[src/hw/rtl/tcv_pkg.sv]
// ----------------------------------------------------------------------------
// tcv_pkg: shared types and constants for the transposed convolution block
// Command codes, register indexes, beat payload structs and the request and
// response structs of the shared divider.
// ----------------------------------------------------------------------------
package tcv_pkg;

    localparam int INDEX_W   = 12;
    localparam int VALUE_W   = 16;
    localparam int ACC_W     = 36;
    localparam int CMD_W     = 2;
    localparam int CFG_W     = 9;
    localparam int CFG_IDX_W = 2;
    localparam int TAPS_W    = 5;
    localparam int STRIDE_W  = 5;
    localparam int COUNT_W   = 9;

    // offset = index + taps/2 with taps/2 at most 15, so one bit above the index
    localparam int OFFSET_W  = INDEX_W + 1;

    localparam logic [CMD_W-1:0] CMD_WEIGHT = 2'd0;
    localparam logic [CMD_W-1:0] CMD_SAMPLE = 2'd1;
    localparam logic [CMD_W-1:0] CMD_QUERY  = 2'd2;

    localparam logic [CFG_IDX_W-1:0] REG_TAPS   = 2'd0;
    localparam logic [CFG_IDX_W-1:0] REG_STRIDE = 2'd1;
    localparam logic [CFG_IDX_W-1:0] REG_COUNT  = 2'd2;

    localparam logic [TAPS_W-1:0]   TAPS_RST   = 5'd3;
    localparam logic [STRIDE_W-1:0] STRIDE_RST = 5'd2;
    localparam logic [COUNT_W-1:0]  COUNT_RST  = 9'd256;

    typedef struct packed {
        logic [CMD_W-1:0]          cmd;
        logic [INDEX_W-1:0]        index;
        logic signed [VALUE_W-1:0] value;
    } item_t;

    typedef struct packed {
        logic [INDEX_W-1:0]      out_index;
        logic signed [ACC_W-1:0] out_value;
    } result_t;

    typedef struct packed {
        logic                  start;
        logic [OFFSET_W-1:0]   dividend;
        logic [STRIDE_W-1:0]   divisor;
    } div_req_t;

    typedef struct packed {
        logic                  done;
        logic [OFFSET_W-1:0]   quotient;
        logic [STRIDE_W-1:0]   remainder;
    } div_rsp_t;

endpackage

[src/hw/rtl/tcv_divider.sv]
// ----------------------------------------------------------------------------
// tcv_divider: iterative restoring divider
// One quotient bit per cycle; gives the first tap (remainder) and the first
// source index (quotient) of an output query.
// ----------------------------------------------------------------------------
module tcv_divider (
    input  logic            clk,
    input  logic            rst_n,
    input  tcv_pkg::div_req_t req,
    output tcv_pkg::div_rsp_t rsp
);
    import tcv_pkg::*;

    localparam int CNT_W = $clog2(OFFSET_W + 1);

    logic [CNT_W-1:0]    cnt_reg;
    logic [CNT_W-1:0]    cnt_next;
    logic                done_reg;
    logic                done_next;
    logic [OFFSET_W-1:0] dvd_reg;
    logic [STRIDE_W-1:0] rem_reg;
    logic [STRIDE_W-1:0] dvs_reg;
    logic [STRIDE_W+1:0] trial;
    logic [STRIDE_W:0]   shifted;
    logic                ge;

    assign shifted = {rem_reg, dvd_reg[OFFSET_W-1]};
    assign trial   = {1'b0, shifted} - {2'b00, dvs_reg};
    assign ge      = !trial[STRIDE_W+1];

    always_comb
    begin
        cnt_next  = cnt_reg;
        done_next = 1'b0;
        if (req.start)
        begin
            cnt_next = CNT_W'(OFFSET_W);
        end
        else if (cnt_reg != '0)
        begin
            cnt_next  = cnt_reg - 1'b1;
            done_next = (cnt_reg == CNT_W'(1));
        end
    end

    always_ff @(posedge clk or negedge rst_n)
    begin
        if (!rst_n)
        begin
            cnt_reg  <= '0;
            done_reg <= 1'b0;
        end
        else
        begin
            cnt_reg  <= cnt_next;
            done_reg <= done_next;
        end
    end

    always_ff @(posedge clk)
    begin
        if (req.start)
        begin
            dvd_reg <= req.dividend;
            dvs_reg <= req.divisor;
            rem_reg <= '0;
        end
        else if (cnt_reg != '0)
        begin
            // shift the quotient bit in where the dividend bit leaves
            dvd_reg <= {dvd_reg[OFFSET_W-2:0], ge};
            rem_reg <= ge ? trial[STRIDE_W-1:0] : shifted[STRIDE_W-1:0];
        end
    end

    assign rsp.done      = done_reg;
    assign rsp.quotient  = dvd_reg;
    assign rsp.remainder = rem_reg;

endmodule

[config.mk]
export PLATFORM = sky130hd
export DESIGN_NAME = tcv_divider
export DESIGN_NICKNAME = d
export VERILOG_FILES = /design/src/hw/rtl/tcv_pkg.sv /design/src/hw/rtl/tcv_divider.sv
export SDC_FILE = /design/constraint.sdc
export NUM_CORES = 1
export LEC_CHECK = 0
export ABC_CLOCK_PERIOD_IN_PS = 2700
export BUFFER_PORTS_ARGS = -buffer_cell sky130_fd_sc_hd__buf_2
export CAP_MARGIN = 10
export CORE_MARGIN = 2
export CORE_UTILIZATION = 40
export DETAILED_ROUTE_END_ITERATION = 8
export PLACE_DENSITY = 0.63
export SYNTH_ARGS = -nofsm -noshare
export SYNTH_HDL_FRONTEND = slang
export SYNTH_SLANG_ARGS = --single-unit
[constraint.sdc]
create_clock -name clk -period 2.7 [get_ports clk]
set_input_delay 0.405 -clock clk [delete_from_list [all_inputs] [get_ports clk]]
set_output_delay 0.405 -clock clk [all_outputs]
set_load 0.01 [all_outputs]
# Yosys cells after proc, flatten, opt, wreduce, memory -nomap -nowiden

Index checks and enable logic that the tools add are counted.

Add/subtract/negate cells: 2
Multipliers: 0
Div/mod/pow operators: 0
$lt $le $gt $ge: 0
Equality and inequality tests: 1
Shift-type cells: 0
Muxes and demuxes: 7
Bitwise operators: 0
Reduce and logical (&&, ||, !) cells: 3

Operators with widths:

| kind                  | number |
|---|---|
| $mux W13              | 2 |
| $mux W4               | 2 |
| $sub A6 B5 Y7         | 1 |
| $mux W5               | 1 |
| $eq A4 B1 Y1 const B  | 1 |
| $reduce_bool A4 Y1    | 1 |
| $sub A4 B1 Y4 const B | 1 |
| $mux W1               | 2 |
| $reduce_bool A2 Y1    | 1 |
| $logic_not A1 Y1      | 1 |

Register bits after elaboration: 28
Bits in latches: 0
Bits in writable memories: 0
ROM bits: 0
Output and inout bits: 19
Word-level logic and storage cells: 18
Memories kept: 0

# Longest topological paths before layout

Word-level depth: 4
Gate-level depth with buffers: 8

# Worst setup path before layout

Ideal clock, no wire load.

Kind: reg2reg
Start point: register dvd_reg[12]
End point: register dvd_reg[0], data pin
Library setup time: 260 ps
Arrival time: 1817 ps
Slack: 623 ps
Cell stages (with the launch flop): 8
Path buffers: 0
Period minus slack after synthesis: 2077 ps
Path through: edfxtp_1 -> inv_1 -> ha_1 -> inv_1 -> fa_1 -> a211oi_2 -> o21ai_4 -> mux2_2

Word-level cells in the longest chain between the ends: 4

RTL lines:

| element                  | RTL line          | source |
|---|---|---|
| start: declaration       | tcv_divider.sv:20 | `logic [OFFSET_W-1:0] dvd_reg;` |
| start signal: assignment | tcv_divider.sv:64 | `dvd_reg <= req.dividend;` |
| start signal: assignment | tcv_divider.sv:71 | `dvd_reg <= {dvd_reg[OFFSET_W-2:0], ge};` |
| $sub A6 B5 Y7            | tcv_divider.sv:28 | `assign trial = {1'b0, shifted} - {2'b00, dvs_reg};` |
| $logic_not A1 Y1         | tcv_divider.sv:29 | `assign ge = !trial[STRIDE_W+1];` |
| $mux W13                 | tcv_divider.sv:68 | `else if (cnt_reg != '0)` |
| $mux W13                 | tcv_divider.sv:62 | `if (req.start)` |

Every way passes these cells. The select of a mux whose other input is x is not followed.
A chain may end at the register's enable or synchronous reset.

# Worst setup path after layout

Same ends and word-level chain as after synthesis.

==> metrics.md <==
| Metric | Value |
|---|---|
| Status | finished, final reports clean |
| Root Driver | clkbuf_4 |
| Type of destination of the critical path | flop |
| Met1 wire length | approximately 1200 um |
| Setup Skew | around 0.007 ns |
| Sum Neg Setup Slack | 0 ns |
| Slew @ Worst Pin | just over 0.5 ns |
| WL per Instance | around 12 um |
| Max reg flops | 13 |
| Synth Area per Inst | ~13 um^2 |
| Synth cell types | 31 |
| Vias in the first global route | between 900 and 1000 |
| TritonRoute pass-1 iters | 3 |
| Die width | 63.1 um |
| Hold WC Path Type | input pin to flop |
| # setup viols final | 0 |
| Post-CTS Setup Repair Bufs | 0 |
| # clock sinks | 28 |
| Leakage | roughly 0.76 nW |
| First-pass GRT wire length | 4150 um |
| CTS Buffer Depth | 2 |
| RSZ-0062 raised after global routing | false |
| Layout net count | about 180 |
| TritonCTS clock tree | built |
| Global placement routability congestion | around 0.75 |
| Worst-path clk slew | roughly 0.14 ns |
| Initial Util | 41.8% |
| Reg2Reg Depth | 7 |
| Gr ovfl total | 0 |
| CP Max Fanout | 6 |
| GRT Resource Usage Total | between 10% and 20% |
| Antenna-violating nets left | 0 |
| Top-area cell type share of the netlist area | 38.7% |
| R2R Path Start | dvd_reg[12] |
| Max Slew Vio Count | 0 |
| Fmax | between 400 and 500 MHz |
| Met2 WL | about 1100 um |
| Worst Hold End | dvs_reg[4] |
| Clk Latency, worst-skew pair | approximately 0.32 ns |
| Startpoint Class | flop |
| Fillers | 314 |
| Dominant cells by area after synthesis | edfxtp_1 39%, mux2_2 10%, dfrtp_1 9.0% |
| Ports | 40 |
| Total chip power | ~1.1 mW |
| Drt via density | around 4.7 |
| Final hold vios | 0 |
| WP data required | between 2 and 3 ns |
| Iter 0 DRT Violations | 15 |
| Max Used Layer | met4 |
| Asr flop ratio synth | approximately 18% |
| Seq cells post-synth | 28 |
| Die Y | between 60 and 70 um |
| Port bufs | 39 |
| Min Tclk post-route | 2.15 ns |
| Max H-tree Level | 1 |
| Post_cts resized | 0 |
| Max-slew headroom | 65.6% |
| CTS Buf Count | 3 |
| Worst r2r dst | dvd_reg[0] |
| DRT Wirelength | roughly 2400 um |
| Worst hold stages | 1 |
| Detailed Place HPWL | between 1500 and 2000 um |
| Number of flops mapped to enable cells by yosys | 18 |
| Type of the worst setup path | flop to flop |
| Layout cell share with drive strength beyond 1 | a little over two fifths |
| CP Data Arrival Time | between 2 and 2.5 ns |
| Routed vias | just over 900 |
| Metal3 WL | ~130 um |
| Full die area | around 4000 um^2 |
| Post-synthesis net count | roughly 140 |
| Final Cycle Share | a little under 80% |
| R2R setup slack | approximately 0.55 ns |
| VDD IR max | 333 uV |
| Largest net degree at the start of global routing | 16 |
| Sequential area share after synthesis | 54.8% |
| FP Rows | 21 |
| Number of antenna violations at the first check in global routing | 0 |
| Synth Cell Area | 1400 um^2 |
| Top_reg_cell synth | edfxtp_1 |
| Power per cell area | about 670 nW/um^2 |
| Area Growth Syn to Fin | 20.0% |
| DR DRC count | 0 |
| YS warnings | 0 |
| # diodes | 0 |
| Core area | roughly 3300 um^2 |
| Number of max-cap violations | 0 |
| Hold Startpoint | req[4] |
| Post-Synthesis Cells | 107 |
| Yosys top cell by area | edfxtp_1 |
## layout by cell type (no fill, tap or decap), drive strengths merged
cell	n
dfxtp	5
xnor2	1
nor3b	1
a21oi	1
mux2i	3
or3b	1
dlygate4sd3	1
dfrtp	5
fa	1
o2bb2ai	1
a22o	1
a211oi	2
a31o	2
xor2	2
mux2	13
nand3b	1
and4	1
nor2	8
inv	11
o41ai	1
edfxtp	18
nand3	1
buf	40
ha	7
clkbuf	4
nand2	7
o21ai	7
nor3	3
## cell families after synthesis
group,Yosys count,share of synthesized area [%]
AO/OA/AOI/OAI,15,9.23
XOR/XNOR,3,1.88
adder cells (fa/ha/maj),8,7.71
buffers and inverters,14,4.21
flip-flops,28,54.8
multiplexers,16,12.6
AND/OR/NAND/NOR,23,9.50
## metrics by stage
| stage | std cells | instance area (um^2) | util (%) | setup WS (ns) | hold slack (ns) |
|---|---|---|---|---|---|
| final | 195 | 1680 | 50.2 | 0.554 | 0.255 |
| after global routing | 195 | 1680 | 50.2 | 0.380 | 0.230 |
| after CTS | 195 | 1680 | 50.2 | 0.548 | 0.245 |
| after detailed placement | 190 | 1640 | 49.1 | 0.585 | 0.227 |
| after global placement | 190 | 1640 | 49.1 | 0.633 | 0.221 |
| after floorplan | 107 | 1400 | - | 0.623 | 0.109 |
## how the worst max path moves through the flow
stage	start	endpoint	slack, ns	cells past startpoint
floorplan	dvd_reg[12]	dvd_reg[0]	0.62	7
global placement	dvd_reg[12]	dvd_reg[0]	0.63	7
detailed placement	dvd_reg[12]	dvd_reg[0]	0.58	7
CTS	dvd_reg[12]	dvd_reg[0]	0.55	7
global route	dvd_reg[12]	dvd_reg[0]	0.38	7
finish	dvd_reg[12]	dvd_reg[0]	0.55	7
## what timing repair did
item / in CTS / in global routing
hold buffers: 1 / 0
setup endpoints to repair: 0 / 0
hold endpoints to repair: 5 / 0
## area by class of cell
cell class                      instances  area (um^2)  area share (%)
Sequential cell                        28          766            45.7
Multi-Input combinational cell         65          572            34.1
Timing Repair Buffer                   41          213            12.7
Tap cell                               46         57.6            3.44
Inverter                               11         41.3            2.46
Clock buffer                            4         26.3            1.57
## routing by layer
metal  track usage, %  vias to the layer above
met2             20.9                       24
li1                 -                      468
met4             4.72                        0
met1             17.8                      421
met5                0                        -
met3             2.50                        2
## Yosys cell counts (2+ instances only)
cell,instances
nor2_1,7
nand2_1,7
o21ai_0,6
mux2_2,13
dfxtp_1,5
mux2i_1,3
inv_1,11
buf_2,2
dfrtp_1,5
ha_1,7
xor2_1,2
nor3_1,3
edfxtp_1,18
## worst max-delay path, stage by stage, from the launching register on
cell and delay (ns):
edfxtp_1 0.40, inv_1 0.08, ha_1 0.16, inv_1 0.05, fa_1 0.41, a211oi_2 0.36, o21ai_4 0.16, mux2_2 0.29
## where the power goes
| part | internal [mW] | total [mW] | switching [mW] |
|---|---|---|---|
| sequential | 0.530 | 0.581 | 0.0506 |
| combinational | 0.174 | 0.371 | 0.197 |
| clock | 0.0577 | 0.173 | 0.115 |
| total | 0.762 | 1.12 | 0.363 |
Power figures use the tool's default switching activity.
