===== src/hw/rtl/tcv_pkg.sv =====
// ----------------------------------------------------------------------------
// tcv_pkg: shared types and constants for the transposed convolution block
// Command codes, register indexes, beat payload structs and the request and
// response structs of the shared divider.
// ----------------------------------------------------------------------------
package tcv_pkg;

    localparam int INDEX_W   = 12;
    localparam int VALUE_W   = 16;
    localparam int ACC_W     = 36;
    localparam int CMD_W     = 2;
    localparam int CFG_W     = 9;
    localparam int CFG_IDX_W = 2;
    localparam int TAPS_W    = 5;
    localparam int STRIDE_W  = 5;
    localparam int COUNT_W   = 9;

    // offset = index + taps/2 with taps/2 at most 15, so one bit above the index
    localparam int OFFSET_W  = INDEX_W + 1;

    localparam logic [CMD_W-1:0] CMD_WEIGHT = 2'd0;
    localparam logic [CMD_W-1:0] CMD_SAMPLE = 2'd1;
    localparam logic [CMD_W-1:0] CMD_QUERY  = 2'd2;

    localparam logic [CFG_IDX_W-1:0] REG_TAPS   = 2'd0;
    localparam logic [CFG_IDX_W-1:0] REG_STRIDE = 2'd1;
    localparam logic [CFG_IDX_W-1:0] REG_COUNT  = 2'd2;

    localparam logic [TAPS_W-1:0]   TAPS_RST   = 5'd3;
    localparam logic [STRIDE_W-1:0] STRIDE_RST = 5'd2;
    localparam logic [COUNT_W-1:0]  COUNT_RST  = 9'd256;

    typedef struct packed {
        logic [CMD_W-1:0]          cmd;
        logic [INDEX_W-1:0]        index;
        logic signed [VALUE_W-1:0] value;
    } item_t;

    typedef struct packed {
        logic [INDEX_W-1:0]      out_index;
        logic signed [ACC_W-1:0] out_value;
    } result_t;

    typedef struct packed {
        logic                  start;
        logic [OFFSET_W-1:0]   dividend;
        logic [STRIDE_W-1:0]   divisor;
    } div_req_t;

    typedef struct packed {
        logic                  done;
        logic [OFFSET_W-1:0]   quotient;
        logic [STRIDE_W-1:0]   remainder;
    } div_rsp_t;

endpackage


===== src/hw/rtl/tcv_mac.sv =====
// ----------------------------------------------------------------------------
// tcv_mac: shared multiply-accumulate unit
// Registered product, then a 36-bit accumulate; cleared at each query.
// ----------------------------------------------------------------------------
module tcv_mac #(
    parameter int SAMPLE_BITS = 16
) (
    input  logic                          clk,
    input  logic                          rst_n,
    input  logic                          clear,
    input  logic                          in_valid,
    input  logic signed [tcv_pkg::VALUE_W-1:0] weight,
    input  logic signed [SAMPLE_BITS-1:0] sample,
    output logic                          pend,
    output logic signed [tcv_pkg::ACC_W-1:0]   acc
);
    import tcv_pkg::*;

    localparam int PROD_W = VALUE_W + SAMPLE_BITS;

    logic                     prod_valid_reg;
    logic signed [PROD_W-1:0] prod_reg;
    logic signed [ACC_W-1:0]  acc_reg;

    always_ff @(posedge clk or negedge rst_n)
    begin
        if (!rst_n)
        begin
            prod_valid_reg <= 1'b0;
        end
        else
        begin
            prod_valid_reg <= in_valid;
        end
    end

    always_ff @(posedge clk)
    begin
        if (in_valid)
        begin
            prod_reg <= weight * sample;
        end
        if (clear)
        begin
            acc_reg <= '0;
        end
        else if (prod_valid_reg)
        begin
            acc_reg <= acc_reg + ACC_W'(prod_reg);
        end
    end

    assign pend = prod_valid_reg;
    assign acc  = acc_reg;

endmodule


===== config.mk =====
export PLATFORM = sky130hd
export DESIGN_NAME = tcv_mac
export DESIGN_NICKNAME = d
export VERILOG_FILES = /design/src/hw/rtl/tcv_pkg.sv /design/src/hw/rtl/tcv_mac.sv
export SDC_FILE = /design/constraint.sdc
export NUM_CORES = 1
export LEC_CHECK = 0
export BUFFER_PORTS_ARGS = -buffer_cell sky130_fd_sc_hd__buf_2
export CAP_MARGIN = 30
export CORE_MARGIN = 5
export CORE_UTILIZATION = 55
export CTS_CLUSTER_SIZE = 28
export DETAILED_ROUTE_END_ITERATION = 8
export GPL_ROUTABILITY_DRIVEN = 0
export GPL_TIMING_DRIVEN = 0
export PLACE_DENSITY_LB_ADDON = 0.05
export SLEW_MARGIN = 25
export SYNTH_ARGS = -nofsm -noshare
export SYNTH_HDL_FRONTEND = slang
export SYNTH_SLANG_ARGS = --single-unit

===== constraint.sdc =====
create_clock -name clk -period 2.6 [get_ports clk]
set_clock_uncertainty 0.2 [all_clocks]
set_input_delay 0.39 -clock clk [delete_from_list [all_inputs] [get_ports clk]]
set_output_delay 0.39 -clock clk [all_outputs]
set_load 0.1 [all_outputs]

# Word level (Yosys, flattened, before mapping)
# Index checks and enable logic that the tools add are counted.
dict set report totals {
  elab_cells 5
  register_bits 69
}
dict set report classes {
  n_addsub 1
  n_mul 1
}
# cell n
set ops {}
lappend ops {{36-bit by 32-bit adder with 36-bit output} 1}
lappend ops {{16-bit by 16-bit multiplier with 32-bit output} 1}

# Depth between registers and ports, before layout
dict set report depth {
  word_depth 1
  mapped_depth 26
}

# Worst setup path after synthesis
# Ideal clock, no wire load.
dict set report synth_path {
  kind {input-to-reg}
  from {input port sample[1]}
  to {register prod_reg[31] (data pin)}
  setup_slack_ns -3.708
  path_stages 20
  arrival_ns 5.848
  path_buffers 1
  path_cell_list {clkbuf_1 > nand2_1 > inv_1 > fa_1 > fa_1 > fa_1 > fa_1 > fa_1 > inv_1 > fa_1 > inv_1 > ha_1 > and4_1 > a221oi_1 > o22ai_2 > nor4_2 > nor3_1 > a211oi_2 > a21oi_1 > xnor2_1}
}
dict set report synth_via {
  elab_chain_cells 1
}
# element line_no
set synth_lines {}
lappend synth_lines {{start, declared} tcv_mac.sv:13} ;# input logic signed [SAMPLE_BITS-1:0] sample,
lappend synth_lines {{16-bit by 16-bit multiplier with 32-bit output} tcv_mac.sv:41} ;# prod_reg <= weight * sample;
lappend synth_lines {{end signal, assigned} tcv_mac.sv:41}
lappend synth_lines {{end, declared} tcv_mac.sv:22} ;# logic signed [PROD_W-1:0] prod_reg;
# No other way between the ends.
# A chain may end at the register's enable or synchronous reset.

# Worst setup path in the final report
dict set report layout_path {
  from {input port sample[4]}
  to {register prod_reg[31] (data pin)}
}
# Same word-level chain as after synthesis.

==> implementation parameters <==
Parameter                              Value

Logic synthesis
  Most common cell in the synthesized netlist    sky130_fd_sc_hd__inv_1
  Seq/Total Area, Yosys    around 12%
  Yosys top cell area share    ~38%
  Instance count of the mapped netlist    1509
  Top cell types by occurrence after synthesis    320 x sky130_fd_sc_hd__inv_1, 263 x sky130_fd_sc_hd__fa_1, 154 x sky130_fd_sc_hd__nand2_1, 123 x sky130_fd_sc_hd__and2_1, 117 x sky130_fd_sc_hd__ha_1
  EDFF count, synth    32
  Largest cells by area after synthesis    sky130_fd_sc_hd__fa_1 38%, sky130_fd_sc_hd__ha_1 10%, sky130_fd_sc_hd__inv_1 8.6%
  Largest area contributor in the netlist    sky130_fd_sc_hd__fa_1
  Syn Nets    a little under 2000
  Syn Std Cell Area    about 14000 sq um
  Count of cell types in the netlist    76
  Most common flop cell mapped by yosys    sky130_fd_sc_hd__dfxtp_1
  Average instance area after synthesis    slightly above 9 sq um
  Async SR Flop Fraction    ~1.4%
  Yosys Warn Count    0
  Synthesis-stage register bit count    69

Clocking
  TritonCTS clock tree    built
  Maximum clock path buffer count    2
  Clock transition time at the flip-flop clock pins of the worst setup and hold paths    0.05 ns
  Clk_lat worst skew    0.33 ns
  Total clock buffers created by CTS    9
  CTS sink count    69
  H-tree depth    3
  Root buf cell    sky130_fd_sc_hd__clkbuf_16

Run
  Number of violations of the max-capacitance limit    0

Setup path
  CP max FO    6
  Critical path launch point type    primary input
  Arr. time, crit path    about 5.9 ns
  Crit end category    flop
  Most Frequent Cell on Critical Path    sky130_fd_sc_hd__fa_1
  Cell breakdown of the critical path    buf_12 > clkbuf_16 > and2_4 > fa_1 > inv_1 > fa_2 > fa_1 > fa_1 > inv_2 > fa_1 > inv_1 > fa_1 > inv_2 > ha_4 > and3_4 > and2_4 > a311oi_4 > o22ai_4 > nor4_4 > nor3_2 > a211oi_2 > a21oi_2 > xnor2_1
  WS Path Type    in -> reg
  Critical path's largest stage delay    between 0.5 and 0.6 ns
  Crit path max-delay cell type    sky130_fd_sc_hd__fa_2
  Endpoint required time on the critical path    2.47 ns
  Flop-to-flop setup slack    -0.38 ns

Timing
  Timing-limited maximum frequency    about 0.17 GHz
  Setup ws final    -3.39 ns
  Measured slew at the worst slew-check pin    0.903 ns
  Setup tns final    -74.76 ns
  Worst Hold Slack    about 0.18 ns
  Setup violation total in the final timing report    between 40 and 50
  Hold Fails Final Rpt    0
  Final-report max-slew violation count    0
  Post-layout minimum cycle time    between 5 and 6 ns
  Max-slew headroom    39.8%
  Unrepaired setup endpoints after global routing    yes
  Share of the clock period used by the worst path after layout    230%

Detailed routing
  Total DRC errors in the routed layout    0
  Detailed Route Iter0 Violations    630
  Sum of routed wire length over all layers    37100 um
  Final ANT Viol Nets    0
  Detail-routed net length per standard cell    ~18 um
  First drt pass iteration count    5
  Mean number of vias per cell    5.41
  Via count    10900

Global routing
  Antenna violations before repair    0
  Total routing usage reported by global routing    26.4%
  Total overflow reported by the global router    0
  Wire length of the first global-routing pass    60300 um
  Largest net degree at the start of global routing    34
  Vias in the first global route    11600

Floorplan
  Chip height    approximately 170 um
  Die Outline Area    approximately 29000 sq um
  Die X    approximately 170 um
  Top-level I/O count    between 70 and 80
  Cell Rows    58
  Core area    roughly 25000 sq um
  Starting density of the core    between 50% and 60%

Layout
  Area used by multi-input combinational logic    approximately 12000 sq um
  Fill count    around 1800
  Area growth from synthesis to layout    28.3%
  Total inserted antenna cells    0
  Ratio of cells with drive above 1 in the final layout    around 29%
  Seq. cell area    roughly 1800 sq um
  # nets final    2095
  Largest register FFs    36

Worst hold path
  Hold crit path type    in -> async

Outcome
  Failing checks    setup timing
  Outcome    finished with violations

Place
  DP HPWL    roughly 29000 um
  Total of buffers placed on input and output ports    just over 70
-- cells in the final DEF (no fill, tap or decap), types with 7 or more instances in the layout --
| master | count |
|---|---|
| sky130_fd_sc_hd__inv_1 | 286 |
| sky130_fd_sc_hd__fa_1 | 243 |
| sky130_fd_sc_hd__nand2_1 | 144 |
| sky130_fd_sc_hd__and2_1 | 102 |
| sky130_fd_sc_hd__buf_4 | 76 |
| sky130_fd_sc_hd__ha_1 | 63 |
| sky130_fd_sc_hd__nor2_1 | 56 |
| sky130_fd_sc_hd__ha_4 | 49 |
| sky130_fd_sc_hd__buf_2 | 42 |
| sky130_fd_sc_hd__buf_6 | 41 |
| sky130_fd_sc_hd__xnor2_1 | 37 |
| sky130_fd_sc_hd__inv_2 | 33 |
| sky130_fd_sc_hd__edfxtp_1 | 32 |
| sky130_fd_sc_hd__a21oi_1 | 29 |
| sky130_fd_sc_hd__clkbuf_16 | 27 |
| sky130_fd_sc_hd__a21oi_2 | 22 |
| sky130_fd_sc_hd__and2_4 | 21 |
| sky130_fd_sc_hd__a21o_1 | 21 |
| sky130_fd_sc_hd__fa_2 | 20 |
| sky130_fd_sc_hd__dfxtp_4 | 19 |
| sky130_fd_sc_hd__mux2i_1 | 15 |
| sky130_fd_sc_hd__xor2_1 | 14 |
| sky130_fd_sc_hd__nand2b_1 | 12 |
| sky130_fd_sc_hd__o21ai_2 | 11 |
| sky130_fd_sc_hd__nor3_1 | 11 |
| sky130_fd_sc_hd__dfxtp_2 | 11 |
| sky130_fd_sc_hd__buf_8 | 10 |
| sky130_fd_sc_hd__o21a_1 | 10 |
| sky130_fd_sc_hd__o211ai_1 | 9 |
| sky130_fd_sc_hd__o21bai_1 | 9 |
| sky130_fd_sc_hd__nand3_1 | 8 |
| sky130_fd_sc_hd__a21oi_4 | 8 |
| sky130_fd_sc_hd__nor2_2 | 8 |
| sky130_fd_sc_hd__nand4_1 | 8 |
| sky130_fd_sc_hd__clkbuf_1 | 8 |
| sky130_fd_sc_hd__nor2b_1 | 7 |
| sky130_fd_sc_hd__o21ai_0 | 7 |
-- path summary, 6_finish.rpt --
kind / startpoint / to / cells after the start
worst max-delay path: sample[4] / prod_reg[31] / 23
worst min-delay path: rst_n / pend / 2
worst max register to register: prod_reg[12] / acc[27] / 10
worst min register to register: acc[26] / acc[26] / 2
max in group asynchronous: rst_n / pend / 2
min in group clk: sample[0] / prod_reg[0] / 2
-- worst max-delay path, delay by kind of cell --
family / cells / cell delay, ns
AND/OR/NAND/NOR: 5 / 0.72
buffers and inverters: 6 / 0.45
XOR/XNOR: 1 / 0.14
AO/OA/AOI/OAI: 4 / 0.92
adder cells (fa/ha/maj): 7 / 3.21
-- repair_timing --
action / CTS / global route
setup endpoints to repair: 46 / 53
hold endpoints to repair: 1 / 0
pin swaps: 150 / 116
setup buffers: 75 / 25
gates resized for setup: 218 / 131
gates cloned: 2 / 0
hold buffers: 1 / 0
-- metrics by stage --
stage | cells | cell area (sq um) | setup slack (ns) | util (%)
2_1_floorplan | 1509 | 14800 | -3.39 | -
3_3_place_gp | 1911 | 15600 | -4.07 | 62.2
3_5_place_dp | 1911 | 15600 | -4.14 | 62.2
4_1_cts | 1998 | 17400 | -3.46 | 69.3
5_1_grt | 2014 | 18000 | -3.58 | 71.5
6_report | 2014 | 18000 | -3.39 | 71.5
-- kinds of logic (layout without fill, tap and decap cells) --
family | Yosys count | in the layout | synth area share [%]
buf+inv | 372 | 547 | 10.2
compound gates | 189 | 189 | 9.68
mux | 17 | 17 | 1.22
xor+xnor | 56 | 56 | 3.50
simple gates | 426 | 426 | 15.1
fa+ha+maj | 380 | 380 | 48.1
flops | 69 | 69 | 12.2
-- layout make-up --
cell class | instances | area share (%)
Buffer | 44 | 3.96
Clock buffer | 10 | 1.27
Clock inverter | 6 | 0.355
Inverter | 320 | 6.70
Multi-Input combinational cell | 1068 | 67.7
Sequential cell | 69 | 9.98
Tap cell | 330 | 2.30
Timing Repair Buffer | 167 | 7.77
-- per-layer routing --
metal / part of all wire, % / global-route usage (%) / vias up
met5: 0 / 0 / -
met4: 3.3 / 8.79 / 0
met3: 6.0 / 3.21 / 77
met2: 47 / 44.3 / 348
met1: 43 / 35.9 / 5426
li1: - / - / 5054
Power is not shown: default switching activity piles up to over one toggle a cycle in this logic, so the estimate is an artifact.
